### src/design/rma_pkg.sv
// Package for the rotation matrix accumulator: action codes, CORDIC angle table.
// No dependencies.
`default_nettype none
package rma_pkg;
    localparam logic [2:0] ACT_IDENT  = 3'd0;
    localparam logic [2:0] ACT_ROT_X  = 3'd1;
    localparam logic [2:0] ACT_ROT_Y  = 3'd2;
    localparam logic [2:0] ACT_ROT_Z  = 3'd3;
    localparam logic [2:0] ACT_MUL    = 3'd4;
    localparam logic [2:0] ACT_TRANS  = 3'd5;

    // atan(2^-i), 2^32 units per turn
    function automatic logic [29:0] atan_units(input logic [5:0] i);
        case (i)
            6'd0: atan_units = 30'd536870912;
            6'd1: atan_units = 30'd316933406;
            6'd2: atan_units = 30'd167458907;
            6'd3: atan_units = 30'd85004756;
            6'd4: atan_units = 30'd42667331;
            6'd5: atan_units = 30'd21354465;
            6'd6: atan_units = 30'd10679838;
            6'd7: atan_units = 30'd5340245;
            6'd8: atan_units = 30'd2670163;
            6'd9: atan_units = 30'd1335087;
            6'd10: atan_units = 30'd667544;
            6'd11: atan_units = 30'd333772;
            6'd12: atan_units = 30'd166886;
            6'd13: atan_units = 30'd83443;
            6'd14: atan_units = 30'd41722;
            6'd15: atan_units = 30'd20861;
            6'd16: atan_units = 30'd10430;
            6'd17: atan_units = 30'd5215;
            6'd18: atan_units = 30'd2608;
            6'd19: atan_units = 30'd1304;
            6'd20: atan_units = 30'd652;
            6'd21: atan_units = 30'd326;
            6'd22: atan_units = 30'd163;
            6'd23: atan_units = 30'd81;
            6'd24: atan_units = 30'd41;
            6'd25: atan_units = 30'd20;
            6'd26: atan_units = 30'd10;
            6'd27: atan_units = 30'd5;
            6'd28: atan_units = 30'd3;
            6'd29: atan_units = 30'd1;
            6'd30: atan_units = 30'd1;
            default: atan_units = 30'd0;
        endcase
    endfunction
endpackage
`default_nettype wire

### src/design/rma_cordic.sv
// Iterative CORDIC sine/cosine, one step per cycle, Q2.(W-2) outputs.
// Depends on rma_pkg.
`default_nettype none
module rma_cordic import rma_pkg::*; #(
    parameter int W = 32,
    parameter int STEPS = 32,
    parameter logic [63:0] GAIN = 64'd0
) (
    input  wire logic          i_clk,
    input  wire logic          i_rst_n,
    input  wire logic          i_start,
    input  wire logic [31:0]   i_angle,
    output logic               o_done,
    output logic signed [W-1:0] o_sin,
    output logic signed [W-1:0] o_cos
);
    localparam int SH = 62 - (W - 2);
    localparam logic signed [65:0] ONE = 66'sd1 <<< (62 - SH);

    logic signed [65:0] r_x, r_y, r_z;
    logic [5:0] r_i;
    logic r_busy, r_flip;
    logic [31:0] a;
    logic signed [65:0] dx, dy, at, xr, yr;

    assign a = i_angle + ((i_angle[31] ^ i_angle[30]) ? 32'h8000_0000 : 32'd0);
    assign dx = r_y >>> r_i;
    assign dy = r_x >>> r_i;
    assign at = {36'd0, atan_units(r_i)};

    function automatic logic signed [65:0] to_entry(input logic signed [65:0] v);
        logic signed [65:0] t;
        t = (SH > 0) ? ((v + (66'sd1 <<< (SH - 1))) >>> SH) : v;
        if (t > ONE) t = ONE;
        if (t < -ONE) t = -ONE;
        return t;
    endfunction

    assign xr = to_entry(r_x);
    assign yr = to_entry(r_y);

    always_ff @(posedge i_clk) begin
        o_done <= 1'b0;
        if (!i_rst_n) begin
            r_busy <= 1'b0;
        end else if (i_start) begin
            r_busy <= 1'b1;
            r_flip <= i_angle[31] ^ i_angle[30];
            r_x <= $signed({2'b00, GAIN});
            r_y <= '0;
            r_z <= {{34{a[31]}}, a};
            r_i <= '0;
        end else if (r_busy) begin
            if (r_z >= 0) begin
                r_x <= r_x - dx; r_y <= r_y + dy; r_z <= r_z - at;
            end else begin
                r_x <= r_x + dx; r_y <= r_y - dy; r_z <= r_z + at;
            end
            r_i <= r_i + 6'd1;
            if (r_i == 6'(STEPS - 1)) begin
                r_busy <= 1'b0;
                o_done <= 1'b1;
            end
        end
    end

    // rounding and flip done on the final values
    assign o_cos = W'(r_flip ? -xr : xr);
    assign o_sin = W'(r_flip ? -yr : yr);
endmodule
`default_nettype wire

### config.mk
export PLATFORM = sky130hd
export DESIGN_NAME = rma_cordic
export DESIGN_NICKNAME = d
export VERILOG_FILES = /design/src/design/rma_pkg.sv /design/src/design/rma_cordic.sv
export SDC_FILE = /design/constraint.sdc
export NUM_CORES = 2
export LEC_CHECK = 0
export BUFFER_PORTS_ARGS = -buffer_cell sky130_fd_sc_hd__buf_2
export CORE_UTILIZATION = 62
export CTS_CLUSTER_SIZE = 12
export DETAILED_ROUTE_END_ITERATION = 10
export PLACE_DENSITY = 0.88
export SYNTH_ARGS = -nofsm -noshare
export SYNTH_HDL_FRONTEND = slang
export SYNTH_SLANG_ARGS = --single-unit
### constraint.sdc
create_clock -name i_clk -period 11.3 [get_ports i_clk]
set_input_delay 1.695 -clock i_clk [delete_from_list [all_inputs] [get_ports i_clk]]
set_output_delay 1.695 -clock i_clk [all_outputs]
set_load 0.01 [all_outputs]
==> results.tsv <==
metric	value	unit
run status	finished clean	
die span in y	253	um
CTS clk-pin slew, worst paths	0.07	ns
Post-Syn Nets	5131	
Layout area overhead	4.08	%
fin crit share	82.6	%
Fmax	107	MHz
routed vias	41600	
CTS tree	done	
switching share of power	52.1	%
H-tree depth	1	
critical path startpoint category	flip-flop	
TNS Setup	0	ns
Setup WS post-layout	1.96	ns
DRT iter0 DRCs	6189	
Adder-Cell Fraction of Synth Area	6.92	%
clock latency on the worst-skew pair	0.61	ns
RSZ-0062 raised after global routing	no	
Cells after Synth	4882	
# IOs	100	
post-route minimum period	9.34	ns
crit path DAT	7.64	ns
Yosys reg bits	237	
yosys warns	0	
Core Box Area	0.0619	sq mm
Pwr Density	226	mW/mm^2
EDFF count, synth	205	
Die Area	0.0639	sq mm
mux contribution to synthesized area	14.8	%
crit end category	output pin	
vias per cell	7.44	
clk buf depth	3	
Num CTS Buffers	30	
Async S/R FF share, synth	0	%
Post-Synth XOR/XNOR Area	8.89	%
largest family of logic cells by synthesized area	compound AO/OA/AOI/OAI gates	
internal power	4.39	mW
area leader, netlist	edfxtp_1	
Yosys cell types	102	
Synth Area in Compound Gates	25.7	%
combinational power share	69.4	%
share of post-route cells with drive strength above 1	11.4	%
hold_buf cts	0	
P_sw	4.77	mW
Avg Inst Size Synth	7.99	sq um
DRT Wirelength	155	mm
Nets	4971	
Total GRT Usage	46.8	%
Die Width	253	um
DRT Pass-1 Iters	8	
sequential area share after synthesis	17.4	%
Setup CP Type	flip-flop to output pin	
Root Driver	clkbuf_16	
Final ANT Viol Nets	0	
final number of setup-violating endpoints	0	
Initial Util	63.0	%
Seq pwr share	19.2	%
initial antenna violation count	11	
setup bufs post-CTS	0	
worst min-delay path class	flip-flop to flip-flop	
dpl ws	2.82	ns
post-synthesis simple-gate area fraction	21.1	%
Slew Limit Headroom	8.30	%
largest net degree at the start of global routing	174	
worst-case clock skew	0.0168	ns
worst vdd ir	0.139	mV
Final Max Tran Viols	0	
synthesized area	0.0390	sq mm
Detail Placement HPWL	114	mm
routed length per instance	27.7	um
final core occ	65.6	%
first-pass GRT wire length	231	mm
most common cell in the synthesized netlist	nand2_1	
CTS Sinks	237	
number of I/O port buffers	99	
Synth top cells by count	494 x nand2_1, 413 x nor2_1, 378 x o21ai_0	
Clock Power Share	11.4	%
prevailing post-synth register cell	edfxtp_1	
fillers	5377	
Critical Path Fanout Max	38	
actual slew at the worst max-slew pin	1.34	ns
Final Hold Fails	0	
area share of the largest cell type after synthesis	15.8	%
WHS Path Cells	2	
DRC	0	
Cell Rows	91	
Req. time, crit path	9.61	ns
max_cap viols	0	
GPL Wtd Cong	1.10	
final hold slack	0.501	ns
LEAKAGE	15.8	nW
Synth area leaders	edfxtp_1 16%, mux4_2 9.4%, ha_1 6.8%	
Register-to-Register Path Depth	23	
post-CTS sizing	0	
vias in the first global route	37700	
GRT overflow	0	
## per-stage QoR
step                total power [mW]  cells  area, sq um
floorplan                       6.11   4882        39000
global placement                7.70   5527        39500
detailed placement              7.78   5527        39500
global route                    9.62   5582        40600
CTS                             8.87   5582        40600
finish                          9.16   5591        40600
## metal layers
layer / vias up / part of all wire [%] / global-route usage, %
met5: - / 0.037 / 0
met4: 10 / 7.6 / 29.0
met3: 720 / 13 / 12.0
met2: 3120 / 43 / 72.2
met1: 19500 / 37 / 58.5
li1: 18200 / - / -
## final timing paths
kind | from | to | slack, ns
setup reg to reg | r_i[2]$_SDFFCE_PP0P_ | r_y[65]$_SDFFCE_PP0P_ | 2.32
setup / recovery | r_x[32]$_SDFFCE_PP0P_ | o_cos[30] | 1.96
hold reg to reg | r_busy$_SDFF_PN0_ | o_done$_SDFF_PP0_ | 0.50
hold / removal | r_busy$_SDFF_PN0_ | o_done$_SDFF_PP0_ | 0.50
## area by class of cell
type	count	area, sq um	area share, %
antenna	9	22.5	0.0555
clock buffer	41	918	2.26
clock inverter	14	125	0.308
inverter	100	385	0.949
multi-input combinational	4193	30200	74.5
sequential	237	6800	16.7
tap	837	1050	2.58
timing repair buffer	160	1060	2.61
## cell usage in the layout, fill, tap and decap left out, types with 83 or more instances in the layout
cell / Yosys / final
mux4_2: 162 / 162
o21ai_0: 378 / 377
buf_2: 36 / 98
xor2_1: 163 / 163
ha_1: 211 / 211
nor2_1: 413 / 411
edfxtp_1: 205 / 205
a21o_1: 153 / 153
a21oi_1: 330 / 330
nor3_1: 117 / 117
xnor2_1: 233 / 233
nand2_1: 494 / 494
inv_1: 96 / 94
mux2_2: 83 / 83
mux2i_1: 110 / 110
nand3_1: 137 / 137
## power by group through the flow
stage                     logic (mW)  clock network [mW]  registers (mW)
after detailed placement        6.05                   0            1.72
after CTS                       6.11                1.05            1.71
final                           6.36                1.04            1.76
after global routing            6.79                1.07            1.75
after floorplan                 4.69                   0            1.41
after global placement          5.98                   0            1.72
## critical path: stages, from the launching register on
cell and delay [ns]:
edfxtp_1 0.74, ha_1 0.43, nand4_1 0.31, or4_1 0.62
nor4_1 0.47, nand3_1 0.26, mux2_2 0.30, o22ai_1 0.07
nand2_1 0.12, o21a_1 0.12, buf_4 0.31, nand2b_1 0.19
ha_1 0.39, o211ai_1 0.18, o21bai_1 0.27, nand4b_1 0.23
or4b_2 0.72, or3_1 0.43, o41ai_1 0.45, nor3b_1 0.11
a21oi_1 0.15, buf_2 0.16
## cell families after synthesis
group | after synthesis
buffers and inverters | 452
DFF | 237
AOI/OAI and AO/OA | 1530
adders and majority gates | 214
xor gates and xnor gates | 396
muxes | 362
and+or+nand+nor | 1691
(Power assumes the default switching activity.)
